**src/hw/rtl/i2cms_pkg.sv**
```systemverilog
package i2cms_pkg;

	localparam int unsigned FifoDepth = 8;

	typedef enum logic [2:0] {
		CMD_START      = 3'd0,
		CMD_STOP       = 3'd1,
		CMD_PROBE      = 3'd2,
		CMD_READ       = 3'd3,
		CMD_WRITE      = 3'd4,
		CMD_WRITE_BYTE = 3'd5,
		CMD_STATUS     = 3'd6,
		CMD_NONE       = 3'd7
	} cmd_t;

	typedef enum logic [2:0] {
		ACT_START = 3'd0,
		ACT_SEND  = 3'd1,
		ACT_ACK   = 3'd2,
		ACT_NACK  = 3'd3,
		ACT_STOP  = 3'd4,
		ACT_DONE  = 3'd5
	} act_t;

	localparam logic [7:0] ST_START       = 8'h08;
	localparam logic [7:0] ST_RSTART      = 8'h10;
	localparam logic [7:0] ST_BUS_IDLE    = 8'hF8;
	localparam logic [7:0] ST_SLA_W_ACK   = 8'h18;
	localparam logic [7:0] ST_DATA_W_ACK  = 8'h28;
	localparam logic [7:0] ST_SLA_R_ACK   = 8'h40;
	localparam logic [7:0] ST_DATA_R_ACK  = 8'h50;
	localparam logic [7:0] ST_DATA_R_NACK = 8'h58;
	localparam logic [7:0] ADDR_W_MASK    = 8'hFE;

	typedef struct packed {
		logic [2:0]  cmd;
		logic [15:0] length;
		logic [7:0]  data_byte;
		logic [7:0]  status_code;
	} req_t;

	typedef struct packed {
		logic        last;
		logic [15:0] done_count;
		logic        ok;
		logic [7:0]  byte_out;
		logic [2:0]  action;
	} res_t;

	typedef struct packed {
		logic [1:0] n;
		res_t       r0;
		res_t       r1;
	} res_pair_t;

	function automatic res_t mk_res(act_t act, logic [7:0] b, logic ok, logic [15:0] cnt);
		res_t r;
		r.action     = act;
		r.byte_out   = b;
		r.ok         = ok;
		r.done_count = cnt;
		r.last       = 1'b0;
		return r;
	endfunction

	function automatic logic start_ok(logic [7:0] s);
		return (s == ST_START) || (s == ST_RSTART) || (s == ST_BUS_IDLE);
	endfunction

endpackage

```
**src/hw/rtl/i2cms_core.sv**
```systemverilog
module i2cms_core (
	input  logic                  clk,
	input  logic                  arst_n,
	input  logic                  go,
	input  i2cms_pkg::req_t       req,
	input  logic                  cfg_we,
	input  logic [7:0]            cfg_data,
	output i2cms_pkg::res_pair_t  res
);
	import i2cms_pkg::*;

	typedef enum logic [3:0] {
		PH_IDLE        = 4'd0,
		PH_START_WAIT  = 4'd1,
		PH_PROBE_START = 4'd2,
		PH_PROBE_ADDR  = 4'd3,
		PH_READ_START  = 4'd4,
		PH_READ_ADDR   = 4'd5,
		PH_READ_DATA   = 4'd6,
		PH_WRITE_READY = 4'd7,
		PH_WRITE_WAIT  = 4'd8
	} phase_t;

	phase_t      phase_q, phase_d;
	logic [15:0] bytes_left_q, bytes_left_d;
	logic [15:0] bytes_done_q, bytes_done_d;
	logic [7:0]  probe_byte_q, probe_byte_d;
	logic [7:0]  slave_address_q;
	logic [15:0] bl_dec, bd_inc;
	res_pair_t   rp;

	assign bl_dec = bytes_left_q - 16'd1;
	assign bd_inc = bytes_done_q + 16'd1;

	always_comb begin
		phase_d      = phase_q;
		bytes_left_d = bytes_left_q;
		bytes_done_d = bytes_done_q;
		probe_byte_d = probe_byte_q;
		rp           = '0;
		if (go) begin
			case (cmd_t'(req.cmd))
				CMD_STOP: begin
					rp.n    = 2'd2;
					rp.r0   = mk_res(ACT_STOP, 8'd0, 1'b0, 16'd0);
					rp.r1   = mk_res(ACT_DONE, 8'd0, 1'b1, 16'd0);
					phase_d = PH_IDLE;
				end
				CMD_STATUS: begin
					case (phase_q)
						PH_START_WAIT: begin
							rp.n    = 2'd1;
							rp.r0   = mk_res(ACT_DONE, 8'd0, start_ok(req.status_code), 16'd0);
							phase_d = PH_IDLE;
						end
						PH_PROBE_START, PH_READ_START: begin
							rp.n = 2'd1;
							if (!start_ok(req.status_code)) begin
								rp.r0   = mk_res(ACT_DONE, 8'd0, 1'b0, 16'd0);
								phase_d = PH_IDLE;
							end else if (phase_q == PH_PROBE_START) begin
								rp.r0   = mk_res(ACT_SEND, probe_byte_q & ADDR_W_MASK, 1'b0, 16'd0);
								phase_d = PH_PROBE_ADDR;
							end else begin
								rp.r0   = mk_res(ACT_SEND, slave_address_q | 8'd1, 1'b0, 16'd0);
								phase_d = PH_READ_ADDR;
							end
						end
						PH_PROBE_ADDR: begin
							rp.n    = 2'd2;
							rp.r0   = mk_res(ACT_STOP, 8'd0, 1'b0, 16'd0);
							rp.r1   = mk_res(ACT_DONE, 8'd0, req.status_code == ST_SLA_W_ACK,
								16'd0);
							phase_d = PH_IDLE;
						end
						PH_READ_ADDR: begin
							if (req.status_code != ST_SLA_R_ACK || bytes_left_q == 16'd0) begin
								rp.n    = 2'd2;
								rp.r0   = mk_res(ACT_STOP, 8'd0, 1'b0, 16'd0);
								rp.r1   = mk_res(ACT_DONE, 8'd0, 1'b0, 16'd0);
								phase_d = PH_IDLE;
							end else begin
								rp.n    = 2'd1;
								rp.r0   = mk_res((bytes_left_q == 16'd1) ? ACT_NACK : ACT_ACK,
									8'd0, 1'b0, 16'd0);
								phase_d = PH_READ_DATA;
							end
						end
						PH_READ_DATA: begin
							if (req.status_code != ST_DATA_R_ACK &&
								req.status_code != ST_DATA_R_NACK) begin
								rp.n    = 2'd2;
								rp.r0   = mk_res(ACT_STOP, 8'd0, 1'b0, 16'd0);
								rp.r1   = mk_res(ACT_DONE, 8'd0, 1'b0, 16'd0);
								phase_d = PH_IDLE;
							end else begin
								bytes_done_d = bd_inc;
								bytes_left_d = bl_dec;
								if (bl_dec == 16'd0) begin
									rp.n    = 2'd2;
									rp.r0   = mk_res(ACT_STOP, 8'd0, 1'b0, 16'd0);
									rp.r1   = mk_res(ACT_DONE, 8'd0, 1'b1, bd_inc);
									phase_d = PH_IDLE;
								end else begin
									rp.n  = 2'd1;
									rp.r0 = mk_res((bl_dec == 16'd1) ? ACT_NACK : ACT_ACK,
										8'd0, 1'b0, 16'd0);
								end
							end
						end
						PH_WRITE_WAIT: begin
							if (req.status_code != ST_SLA_W_ACK &&
								req.status_code != ST_DATA_W_ACK) begin
								rp.n    = 2'd2;
								rp.r0   = mk_res(ACT_STOP, 8'd0, 1'b0, 16'd0);
								rp.r1   = mk_res(ACT_DONE, 8'd0, 1'b0, 16'd0);
								phase_d = PH_IDLE;
							end else begin
								bytes_done_d = bd_inc;
								bytes_left_d = bl_dec;
								if (bl_dec == 16'd0) begin
									rp.n    = 2'd1;
									rp.r0   = mk_res(ACT_DONE, 8'd0, 1'b1, bd_inc);
									phase_d = PH_IDLE;
								end else begin
									phase_d = PH_WRITE_READY;
								end
							end
						end
						default: ;
					endcase
				end
				CMD_WRITE_BYTE: begin
					if (phase_q == PH_WRITE_READY) begin
						rp.n    = 2'd1;
						rp.r0   = mk_res(ACT_SEND, req.data_byte, 1'b0, 16'd0);
						phase_d = PH_WRITE_WAIT;
					end
				end
				CMD_START, CMD_PROBE, CMD_READ, CMD_WRITE: begin
					if (phase_q == PH_IDLE) begin
						case (cmd_t'(req.cmd))
							CMD_START: begin
								rp.n    = 2'd1;
								rp.r0   = mk_res(ACT_START, 8'd0, 1'b0, 16'd0);
								phase_d = PH_START_WAIT;
							end
							CMD_PROBE: begin
								rp.n         = 2'd1;
								rp.r0        = mk_res(ACT_START, 8'd0, 1'b0, 16'd0);
								probe_byte_d = req.data_byte;
								phase_d      = PH_PROBE_START;
							end
							CMD_READ: begin
								rp.n         = 2'd1;
								rp.r0        = mk_res(ACT_START, 8'd0, 1'b0, 16'd0);
								bytes_left_d = req.length;
								bytes_done_d = 16'd0;
								phase_d      = PH_READ_START;
							end
							default: begin
								bytes_left_d = req.length;
								bytes_done_d = 16'd0;
								if (req.length == 16'd0) begin
									rp.n  = 2'd1;
									rp.r0 = mk_res(ACT_DONE, 8'd0, 1'b0, 16'd0);
								end else begin
									phase_d = PH_WRITE_READY;
								end
							end
						endcase
					end
				end
				default: ;
			endcase
			rp.r0.last = (rp.n == 2'd1);
			rp.r1.last = (rp.n == 2'd2);
		end
	end

	assign res = rp;

	always_ff @(posedge clk or negedge arst_n) begin
		if (!arst_n) begin
			phase_q         <= PH_IDLE;
			bytes_left_q    <= '0;
			bytes_done_q    <= '0;
			probe_byte_q    <= '0;
			slave_address_q <= '0;
		end else begin
			phase_q      <= phase_d;
			bytes_left_q <= bytes_left_d;
			bytes_done_q <= bytes_done_d;
			probe_byte_q <= probe_byte_d;
			if (cfg_we) begin
				slave_address_q <= cfg_data;
			end
		end
	end

endmodule

```
**src/hw/rtl/i2cms_fifo.sv**
```systemverilog
module i2cms_fifo #(
	parameter int unsigned DEPTH = i2cms_pkg::FifoDepth
) (
	input  logic                 clk,
	input  logic                 arst_n,
	input  i2cms_pkg::res_pair_t wr,
	output logic                 room2,
	output logic                 rd_valid,
	input  logic                 rd_ready,
	output i2cms_pkg::res_t      rd_data
);
	import i2cms_pkg::*;

	localparam int unsigned AW = $clog2(DEPTH);
	localparam int unsigned CW = $clog2(DEPTH + 1);

	res_t          mem_q [DEPTH];
	logic [AW-1:0] wr_ptr_q, rd_ptr_q, wr_ptr1;
	logic [CW-1:0] count_q;
	logic          pop;

	assign wr_ptr1  = wr_ptr_q + AW'(1);
	assign rd_valid = (count_q != '0);
	assign rd_data  = mem_q[rd_ptr_q];
	assign pop      = rd_valid && rd_ready;
	assign room2    = (count_q <= CW'(DEPTH - 2));

	always_ff @(posedge clk) begin
		if (wr.n != 2'd0) begin
			mem_q[wr_ptr_q] <= wr.r0;
		end
		if (wr.n == 2'd2) begin
			mem_q[wr_ptr1] <= wr.r1;
		end
	end

	always_ff @(posedge clk or negedge arst_n) begin
		if (!arst_n) begin
			wr_ptr_q <= '0;
			rd_ptr_q <= '0;
			count_q  <= '0;
		end else begin
			wr_ptr_q <= wr_ptr_q + AW'(wr.n);
			if (pop) begin
				rd_ptr_q <= rd_ptr_q + AW'(1);
			end
			count_q <= count_q + CW'(wr.n) - CW'(pop);
		end
	end

endmodule

```
**src/hw/rtl/i2c_master_transaction_sequencer.sv**
```systemverilog
// I2C master transaction sequencer, sitting above a byte-level I2C engine.
// Slave channel (s_*): one request per transfer, either a software command
// (start, stop, probe, begin read, begin write, write byte) or a status code
// reported by the byte engine. Master channel (m_*): the bus actions to
// perform (start, send byte, ack/nack next, stop) and a final done carrying
// success and the byte count; m_tlast marks the last action of a request.
// A request yields zero, one or two actions.
// cfg_*: slave address byte; the user must write it only while no transaction
// is open, which the block itself does not enforce; cfg_ready is always high.
// A request is registered at the slave side, then decoded and written to the
// output queue once that queue has room for two actions; the master side
// takes its actions from the head of the queue.
// Throughput: one request per cycle while the 8-entry output queue keeps room
// for two actions; two-action requests are limited by the master side's one
// action per cycle.
// Reset clears the phase, counters, address and queue; the block comes up
// idle. When the receiver stalls, actions collect in the queue and s_tready
// drops once it can no longer take the two actions of a further request.
module i2c_master_transaction_sequencer #(
	parameter int unsigned FIFO_DEPTH = i2cms_pkg::FifoDepth
) (
	input  logic        clk,
	input  logic        arst_n,
	input  logic        s_tvalid,
	output logic        s_tready,
	input  logic [39:0] s_tdata,   // cmd[2:0], length[18:3], data_byte[26:19], status_code[34:27]
	output logic        m_tvalid,
	input  logic        m_tready,
	output logic [31:0] m_tdata,   // action[2:0], byte_out[10:3], ok[11], done_count[27:12]
	output logic        m_tlast,
	input  logic        cfg_valid,
	output logic        cfg_ready,
	input  logic [7:0]  cfg_data
);
	import i2cms_pkg::*;

	logic      valid_s1;
	req_t      req_s1;
	logic      room2;
	logic      go;
	res_pair_t res;
	res_t      head;

	assign go        = valid_s1 && room2;
	assign s_tready  = !valid_s1 || go;
	assign cfg_ready = 1'b1;

	always_ff @(posedge clk or negedge arst_n) begin
		if (!arst_n) begin
			valid_s1 <= 1'b0;
		end else if (s_tready) begin
			valid_s1 <= s_tvalid;
		end
	end

	always_ff @(posedge clk) begin
		if (s_tready && s_tvalid) begin
			req_s1.cmd         <= s_tdata[2:0];
			req_s1.length      <= s_tdata[18:3];
			req_s1.data_byte   <= s_tdata[26:19];
			req_s1.status_code <= s_tdata[34:27];
		end
	end

	i2cms_core u_core (
		.clk      (clk),
		.arst_n   (arst_n),
		.go       (go),
		.req      (req_s1),
		.cfg_we   (cfg_valid && cfg_ready),
		.cfg_data (cfg_data),
		.res      (res)
	);

	i2cms_fifo #(
		.DEPTH (FIFO_DEPTH)
	) u_fifo (
		.clk      (clk),
		.arst_n   (arst_n),
		.wr       (res),
		.room2    (room2),
		.rd_valid (m_tvalid),
		.rd_ready (m_tready),
		.rd_data  (head)
	);

	assign m_tdata = {4'd0, head.done_count, head.ok, head.byte_out, head.action};
	assign m_tlast = head.last;

endmodule

```
**config.mk**
```make
export PLATFORM = sky130hd
export DESIGN_NAME = i2c_master_transaction_sequencer
export DESIGN_NICKNAME = d
export VERILOG_FILES = /design/src/hw/rtl/i2cms_pkg.sv /design/src/hw/rtl/i2cms_core.sv /design/src/hw/rtl/i2cms_fifo.sv /design/src/hw/rtl/i2c_master_transaction_sequencer.sv
export SDC_FILE = /design/constraint.sdc
export NUM_CORES = 1
export LEC_CHECK = 0
export BUFFER_PORTS_ARGS = -buffer_cell sky130_fd_sc_hd__buf_2
export CAP_MARGIN = 15
export CORE_MARGIN = 5
export CORE_UTILIZATION = 58
export CTS_BUF_LIST = sky130_fd_sc_hd__clkbuf_4
export CTS_CLUSTER_DIAMETER = 80
export DETAILED_ROUTE_END_ITERATION = 10
export PLACE_DENSITY_LB_ADDON = 0.25
export RECOVER_POWER = 25
export SETUP_SLACK_MARGIN = 0.3
export SYNTH_ARGS = -nofsm -noshare
export SYNTH_HDL_FRONTEND = slang
export SYNTH_HIERARCHICAL = 1
export SYNTH_SLANG_ARGS = --single-unit
```
**constraint.sdc**
```tcl
create_clock -name clk -period 6 [get_ports clk]
set_clock_uncertainty 0.05 [all_clocks]
set_input_delay 0.6 -clock clk [delete_from_list [all_inputs] [get_ports clk]]
set_output_delay 0.6 -clock clk [all_outputs]
set_load 0.1 [all_outputs]
```
# Yosys cells after proc, flatten, opt, wreduce, memory -nomap -nowiden
# Memory sizes are Yosys's and may differ from the RTL's.
# Index checks and enable logic that the tools add are counted.
[totals] n_memories=1 inputBits=53 ramBits=232 ff_bits=98 elab_cells=137 output_inout_bits=36
[mem_list] memory="u_fifo.mem_q" words=8 word_bits=29 read_ports=1 rd_clocked_by_memory_dff=0 write_ports=2 line="i2cms_fifo.sv:17" rtl="res_t mem_q [DEPTH];"
[op_classes] eq_ne=37 magnitude_cmp=1 n_mux=51 reduce_logical=27 n_addsub=7
[op_table] op="two-way mux 31 bit" count=6
[op_table] op="case mux 31 bit (6 select lines)" count=1
[op_table] op="two-way mux 16 bit" count=8
[op_table] op="case mux 16 bit (2 select lines)" count=4
[op_table] op="case mux 31 bit (4 select lines)" count=1
[op_table] op="two-way mux 60 bit" count=2
[op_table] op="case mux 28 bit (4 select lines)" count=1
[op_table] op="two-way mux 30 bit" count=3
[op_table] op="case mux 28 bit (2 select lines)" count=1
[op_table] op="zero test 16 bit" count=3
[op_table] op="equality test 16 x 1 -> 1 bit, second input constant" count=2
[op_table] op="two-way mux 28 bit" count=1
[op_table] op="two-way mux 4 bit" count=6
[op_table] op="inequality test 8 x 7 -> 1 bit, second input constant" count=3
[op_table] op="two-way mux 11 bit" count=2
[op_table] op="case mux 4 bit (5 select lines)" count=1
[op_table] op="two-way mux 3 bit" count=6
[op_table] op="adder 16 x 1 -> 16 bit, second input constant" count=1
[op_table] op="equality test 4 x 3 -> 1 bit, second input constant" count=4
[op_table] op="equality test 8 x 5 -> 1 bit, second input constant" count=2
[op_table] op="case mux 4 bit (4 select lines)" count=1
[op_table] op="subtractor 16 x 1 -> 16 bit, second input constant" count=1
[op_table] op="AND reduction 7 bit" count=2
[op_table] op="case mux 4 bit (3 select lines)" count=1
[op_table] op="35 further kinds" count=60

# Depth between registers and ports, before layout
# Gate-level depths: netlist of run 1.
[logic_depth] ltp_word=13 ltp_mapped=17 depth_no_buf=16

# By module
# The synthesis of run 1 kept the hierarchy.
[modules_own_cells] module="i2cms_fifo" cells_each=668 area_each_um2=12246.7 seq_area_each_um2=7216.9 n_inst=1
[modules_own_cells] module="i2cms_core" cells_each=526 area_each_um2=4098.9 seq_area_each_um2=1251.2 n_inst=1
[modules_own_cells] module="i2c_master_transaction_sequencer" cells_each=47 area_each_um2=1156.1 seq_area_each_um2=1076.0 n_inst=1

# Least setup slack after synthesis of run 1
# Ideal clock, no wire load.
[synth_path] path_kind="reg-to-reg" startpoint="reg u_core.bytes_left_q[0]" endpoint="mem u_fifo/mem_q[1][0] in the netlist's numbering (enable)" synth_period_minus_slack_ns=5.829 path_stages_with_launch=13 setup_slack_ns=0.171 arrival_ns=5.320 n_path_buf=1 setup_ns=0.460 cell_sequence="dfrtp_1 -> inv_1 -> ha_1 -> or4b_4 -> buf_6 -> o31ai_4 -> nand4b_2 -> nor4b_4 -> and2_4 -> o31ai_1 -> a21oi_1 -> o21ai_0 -> o31ai_1"
[synth_rtl] item="start, declared" line="i2cms_core.sv:25" rtl="logic [15:0] bytes_left_q, bytes_left_d;"
[synth_rtl] item="start signal, assigned" line="i2cms_core.sv:192" rtl="bytes_left_q <= bytes_left_d;"
[synth_rtl] item="end, declared" line="i2cms_fifo.sv:17"

==> summary.md, run 1 <==
| Metric | Value |
|---|---|
| CTS Root Cell | `clkbuf_4` |
| Core area | `about 30000 um2` |
| Synth Cell Area | `17500 um2` |
| Vias in the first global route | `~12000` |
| Seq/Total Area, Yosys | `0.545` |
| Ys Warns | `6` |
| Routed WL | `40900 um` |
| Die width | `around 180 um` |
| Final slew viol count | `between 100 and 150` |
| Post-synthesis instance total | `between 1000 and 1500` |
| Cell area after layout | `19700 um2` |
| Violated checks | `max-capacitance violations, max-slew violations` |
| Post-route DRC | `0` |
| Status | `finished, violations left` |
| Antenna violations before repair | `1` |
| Place WS | `approximately 470 ps` |
| Final core area utilization | `0.663` |
| Slew headroom | `-1.37` |
| Initial Util | `0.589` |
| TritonCTS clock tree | `built` |
| Ports | `slightly below 90` |
| Reg clk slew, reported paths | `60 ps` |
| Largest net degree at the start of global routing | `62` |
| Tot Pwr | `8.46 mW` |
| Total negative slack | `0 ps` |
| Commonest non-fill, non-tap cells in the layout | `267 x edfxtp_1, 266 x mux2_2, 136 x clkbuf_4` |
| Cts bufs inserted | `slightly below 90` |
| Layout cells sized above 1 | `0.428` |
| Final layout net count | `1453` |
| CTS H-tree lvls | `3` |
| Worst vdd ir | `roughly 0.3 mV` |
| Num Clock Sinks | `328` |
| Remaining antenna violation count | `0` |
| Crit path kind | `reg -> reg` |
| DIE HEIGHT | `about 180 um` |
| Routed length per instance | `approximately 22 um` |
| Unrepaired setup endpoints after global routing | `no` |
| EDFF count, synth | `267` |
| Final Hold Fails | `0` |
| Global-route wire length before repair | `approximately 65000 um` |
| Ys async rst share | `0.186` |
| Area delta synth->final | `12.6%` |
| Crit path capture type | `flop` |
| Total global routing track utilization | `0.244` |
| Rows | `63` |
| Cell variety after synth | `between 80 and 90` |
| Max Freq | `about 180 MHz` |
| Commonest non-fill, non-tap cell in the layout | `edfxtp_1` |
| Setup crit start kind | `flop` |
| Placed Area | `18300 um2` |
| Filler instances | `between 2000 and 2500` |
| # port buffers | `77` |
| HP Start | `s_tdata[9]` |
| Maxcap violations | `3` |
| Critical path peak fanout | `18` |
| Worst-Margin Slew | `roughly 3600 ps` |
| R2R Setup Slk | `~580 ps` |
| Leakage power | `between 7 and 8 nW` |
| Main synth FF type | `edfxtp_1` |
| Worst-Skew Late Latency | `approximately 700 ps` |
| WP data arrival | `about 5700 ps` |
| Fin crit share | `0.904` |
| Worst Hold Class | `in -> reg` |
| Worst r2r dst | `u_fifo/mem_q[4][20]` |
| Crit path required time | `roughly 6300 ps` |
| DRT Pass-1 Iters | `10` |
| Post CTS Setup Buffer Count | `0` |
| RePlAce Congestion | `0.885` |
| Setup ws final | `between 500 and 600 ps` |
| Number of synthesized register bits | `328` |
| Total die area | `33700 um2` |
| CP startpoint | `u_core/bytes_left_q[0]` |
| Worst reg2reg startpoint | `u_core/bytes_left_q[0]` |
| Post-DP HPWL | `approximately 24000 um` |
| Clock Tree Buf Depth | `3` |
| Average vias per placed instance | `a little over 6` |
| Via count | `about 11000` |
| Tmin final | `roughly 5400 ps` |
| # setup viols final | `0` |
| Hold depth | `1` |
| Grt ovf | `0` |
| Drt first-iter violations | `~1000` |
| Hold Path End | `req_s1[22]` |
| R2R cell count | `13` |
| Power Density | `around 430 nW/um2` |
| Synthesized area per cell | `between 10 and 15 um2` |
metal layers:
layer,up-vias,track usage,part of all wire
li1,5144,-,-
met1,5596,0.327,0.42
met2,430,0.411,0.50
met3,71,0.0455,0.063
met4,0,0.0739,0.020
met5,-,0,0
flip-flops by register name, summed over array words and instances (netlist names):
name	count
u_core/probe_byte_q	7
u_core/bytes_done_q	16
u_core/phase_q	4
req_s1	35
u_fifo/rd_ptr_q	3
u_core/bytes_left_q	16
u_fifo/count_q	4
u_core/slave_address_q	7
u_fifo/wr_ptr_q	3
valid_s1	1
u_fifo/mem_q	232
final cells by class:
class	count	area (um2)	share of cell area
Sequential cell	328	9550	0.484
Clock inverter	17	124	0.00628
Clock buffer	136	1020	0.0518
Timing Repair Buffer	134	937	0.0475
Multi-Input combinational cell	808	7500	0.380
Inverter	24	90.1	0.00457
Tap cell	390	488	0.0248
Antenna cell	2	5.00	0.000254
cells in the mapped netlist (4+ instances only):
cell / n / area, um2
nand2b_1: 7 / 43.8
mux2_2: 266 / 3000
nand4_1: 8 / 50.1
nand2_1: 48 / 180
dfrtp_1: 61 / 1530
o211ai_1: 5 / 37.5
o31ai_1: 5 / 37.5
a31oi_1: 13 / 81.3
buf_4: 16 / 120
a21o_1: 5 / 37.5
inv_1: 24 / 90.1
a21oi_1: 48 / 240
buf_6: 7 / 78.8
nor3b_1: 4 / 30.0
a222oi_1: 7 / 70.1
nor4_1: 15 / 93.8
edfxtp_1: 267 / 8020
nor2_1: 84 / 315
ha_1: 14 / 175
and2_1: 9 / 56.3
xnor2_1: 14 / 123
xor2_1: 8 / 70.1
nor3_1: 10 / 50.1
nand3_1: 16 / 80.1
mux4_2: 58 / 1310
nand4b_1: 6 / 52.6
nor2_2: 5 / 31.3
mux2_4: 10 / 150
clkbuf_1: 36 / 135
or3b_2: 4 / 35.0
buf_2: 30 / 150
o22ai_1: 6 / 37.5
o21ai_0: 40 / 200
and3_1: 6 / 37.5
cells by family after synthesis:
group,Yosys count,share of synthesized area
adders and majority gates,16,0.0123
buffers and inverters,117,0.0355
and+or+nand+nor,251,0.0758
muxes,338,0.257
AOI/OAI and AO/OA,164,0.0608
DFF,328,0.545
other,3,0.000643
xor gates and xnor gates,24,0.0129
power by group:
part	leakage (nW)	total [mW]	switching (mW)	internal [mW]
Clock	0.677	2.00	0.890	1.11
Combinational	3.58	3.17	2.13	1.04
Sequential	3.33	3.29	0.509	2.78
Total	7.59	8.46	3.53	4.93
worst max-delay path by stage:
stage / cells past startpoint / endpoint / slack, ps
after floorplan: 12 / u_fifo/mem_q[5][0] / 260
after global placement: 13 / u_fifo/mem_q[5][22] / 610
after detailed placement: 13 / u_fifo/mem_q[5][22] / 470
after CTS: 13 / u_fifo/mem_q[5][22] / 460
after global routing: 13 / u_fifo/mem_q[4][20] / 270
final: 13 / u_fifo/mem_q[4][20] / 580
through the flow:
step	hold slack (ps)	std cells
detailed placement	446	1652
global placement	437	1652
finish	58.8	1839
CTS	0.611	1833
floorplan	254	1252
global route	5.30	1839
worst max-delay path: stages (launching register included):
cell,delay (ps)
dfrtp_1,470
inv_1,160
ha_1,320
or4b_4,580
nor2_1,310
mux2i_1,220
nor4b_4,590
or3b_2,230
a21oi_2,80
a21oi_1,510
and4bb_2,340
nand2_1,350
o21ai_4,400
buf_4,460
what timing repair did:
item                                   CTS  global route
endpoints found under the hold margin   28             1
resized for setup                        0             1
setup endpoints to repair                0            47
hold buffers                            28             1
(Power assumes the default switching activity.)
==> run 2: changes to the inputs <==
- HOLD_SLACK_MARGIN: not set -> 0.15
==> summary.md, run 2 (synthesized netlist as in run 1, its figures left out) <==
| Metric | Value |
|---|---|
| Slowest stage cell, crit path | `nor4b_4` |
| Fin crit share | `0.906` |
| Cell area after layout | `approximately 20000 um2` |
| Num Clock Sinks | `328` |
| Leakage power | `roughly 7.7 nW` |
| Power Density | `426 nW/um2` |
| Unrepaired setup endpoints after global routing | `no` |
| Reg clk slew, reported paths | `approximately 60 ps` |
| Cts bufs inserted | `88` |
| CTS Root Cell | `clkbuf_4` |
| Average vias per placed instance | `~6.1` |
| DIE HEIGHT | `184 um` |
| Status | `finished, violations left` |
| Worst vdd ir | `0.292 mV` |
| Worst Hold Class | `in -> reg` |
| TritonCTS clock tree | `built` |
| Commonest non-fill, non-tap cell in the layout | `edfxtp_1` |
| Initial Util | `0.589` |
| Setup crit start kind | `flop` |
| Maxcap violations | `3` |
| Largest net degree at the start of global routing | `62` |
| Vias in the first global route | `roughly 12000` |
| Total negative slack | `0 ps` |
| Grt ovf | `0` |
| Crit path kind | `reg -> reg` |
| Post-DP HPWL | `between 20000 and 25000 um` |
| Post-route DRC | `0` |
| Buf+Inv Stages, Crit Path | `2` |
| Worst-Skew Late Latency | `roughly 700 ps` |
| Crit path capture type | `flop` |
| Place WS | `about 470 ps` |
| Total global routing track utilization | `0.245` |
| DRT Pass-1 Iters | `9` |
| Total die area | `around 34000 um2` |
| Layout cells sized above 1 | `0.423` |
| Crit path cell chain | `inv_1 -> ha_1 -> or4b_4 -> nor2_1 -> mux2i_1 -> nor4b_4 -> or3b_2 -> a21oi_2 -> a21oi_1 -> and4bb_2 -> nand2_1 -> o21ai_4 -> buf_4` |
| Max Freq | `about 180 MHz` |
| Crit path max-delay family | `simple AND/OR/NAND/NOR gates` |
| Crit path required time | `between 6000 and 7000 ps` |
| Worst-Margin Slew | `~3600 ps` |
| RePlAce Congestion | `0.885` |
| Ports | `89` |
| Largest register FFs | `232` |
| # setup viols final | `0` |
| WP data arrival | `about 5700 ps` |
| Global-route wire length before repair | `around 65000 um` |
| Final Hold Fails | `0` |
| Reg with most FFs | `u_fifo/mem_q` |
| Via count | `11400` |
| # port buffers | `77` |
| Rows | `between 60 and 70` |
| CTS H-tree lvls | `3` |
| Antenna violations before repair | `1` |
| Core area | `roughly 30000 um2` |
| Placed Area | `18300 um2` |
| Post CTS Setup Buffer Count | `0` |
| Tmin final | `5430 ps` |
| Clock Tree Buf Depth | `3` |
| Area delta synth->final | `13.5%` |
| Commonest non-fill, non-tap cells in the layout | `267 x edfxtp_1, 266 x mux2_2, 136 x clkbuf_4` |
| Violated checks | `max-capacitance violations, max-slew violations` |
| Final slew viol count | `between 100 and 150` |
| Largest regs | `u_fifo/mem_q (232), req_s1 (35)` |
| Critical path peak fanout | `18` |
| Remaining antenna violation count | `0` |
| Drt first-iter violations | `roughly 960` |
| Routed WL | `roughly 41000 um` |
| Slew headroom | `-1.37` |
| Final layout net count | `about 1500` |
| CP max stage delay | `roughly 600 ps` |
| Setup ws final | `566 ps` |
| Routed length per instance | `roughly 22 um` |
| Die width | `184 um` |
-- run 2: per-layer routing --
metal  track usage  vias to the layer above  part of all wire
met3        0.0455                       76             0.062
li1              -                     5177                 -
met5             0                        -                 0
met4        0.0742                        0             0.020
met2         0.413                      417              0.50
met1         0.328                     5703              0.42
-- run 2: repair_timing --
action | 4_1_cts | 5_1_grt
gates resized for setup | 0 | 1
hold buffers | 45 | 0
endpoints found under the hold margin | 105 | 0
endpoints found under the setup margin | 0 | 52
-- run 2: layout make-up --
| type | instances | area, um2 |
|---|---|---|
| clock inverters | 17 | 124 |
| multi-input cells | 808 | 7500 |
| diodes | 2 | 5.00 |
| clock buffers | 136 | 1020 |
| fillers | 2157 | 9840 |
| well taps | 390 | 488 |
| repair buffers | 150 | 1100 |
| flip-flops and latches | 328 | 9550 |
| inverters | 24 | 90.1 |
-- run 2: report_power, final --
| group | leakage, nW | switching (mW) | internal, mW |
|---|---|---|---|
| clock network | 0.677 | 0.891 | 1.11 |
| registers | 3.33 | 0.512 | 2.78 |
| logic | 3.65 | 2.14 | 1.05 |
-- run 2: path summary, 6_finish.rpt --
check,from,endpoint,slack [ps],cells past startpoint
max,u_core/bytes_left_q[0],u_fifo/mem_q[4][20],570,13
min,cfg_valid,u_core/slave_address_q[1],260,2
max reg2reg,u_core/bytes_left_q[0],u_fifo/mem_q[4][20],570,13
min reg2reg,u_core/probe_byte_q[2],u_core/probe_byte_q[2],460,1
max in group asynchronous,arst_n,u_fifo/rd_ptr_q[0],1660,3
min in group asynchronous,arst_n,u_core/bytes_left_q[14],1700,3
-- run 2: per-stage QoR --
| stage | hold WS, ps | power, mW | util | std cells |
|---|---|---|---|---|
| final | 262 | 8.47 | 0.669 | 1855 |
| after global routing | 222 | 8.91 | 0.669 | 1855 |
| after CTS | 176 | 8.54 | 0.669 | 1850 |
| after detailed placement | 446 | 6.49 | 0.615 | 1652 |
| after global placement | 437 | 6.44 | 0.615 | 1652 |
| after floorplan | 254 | 5.86 | - | 1252 |
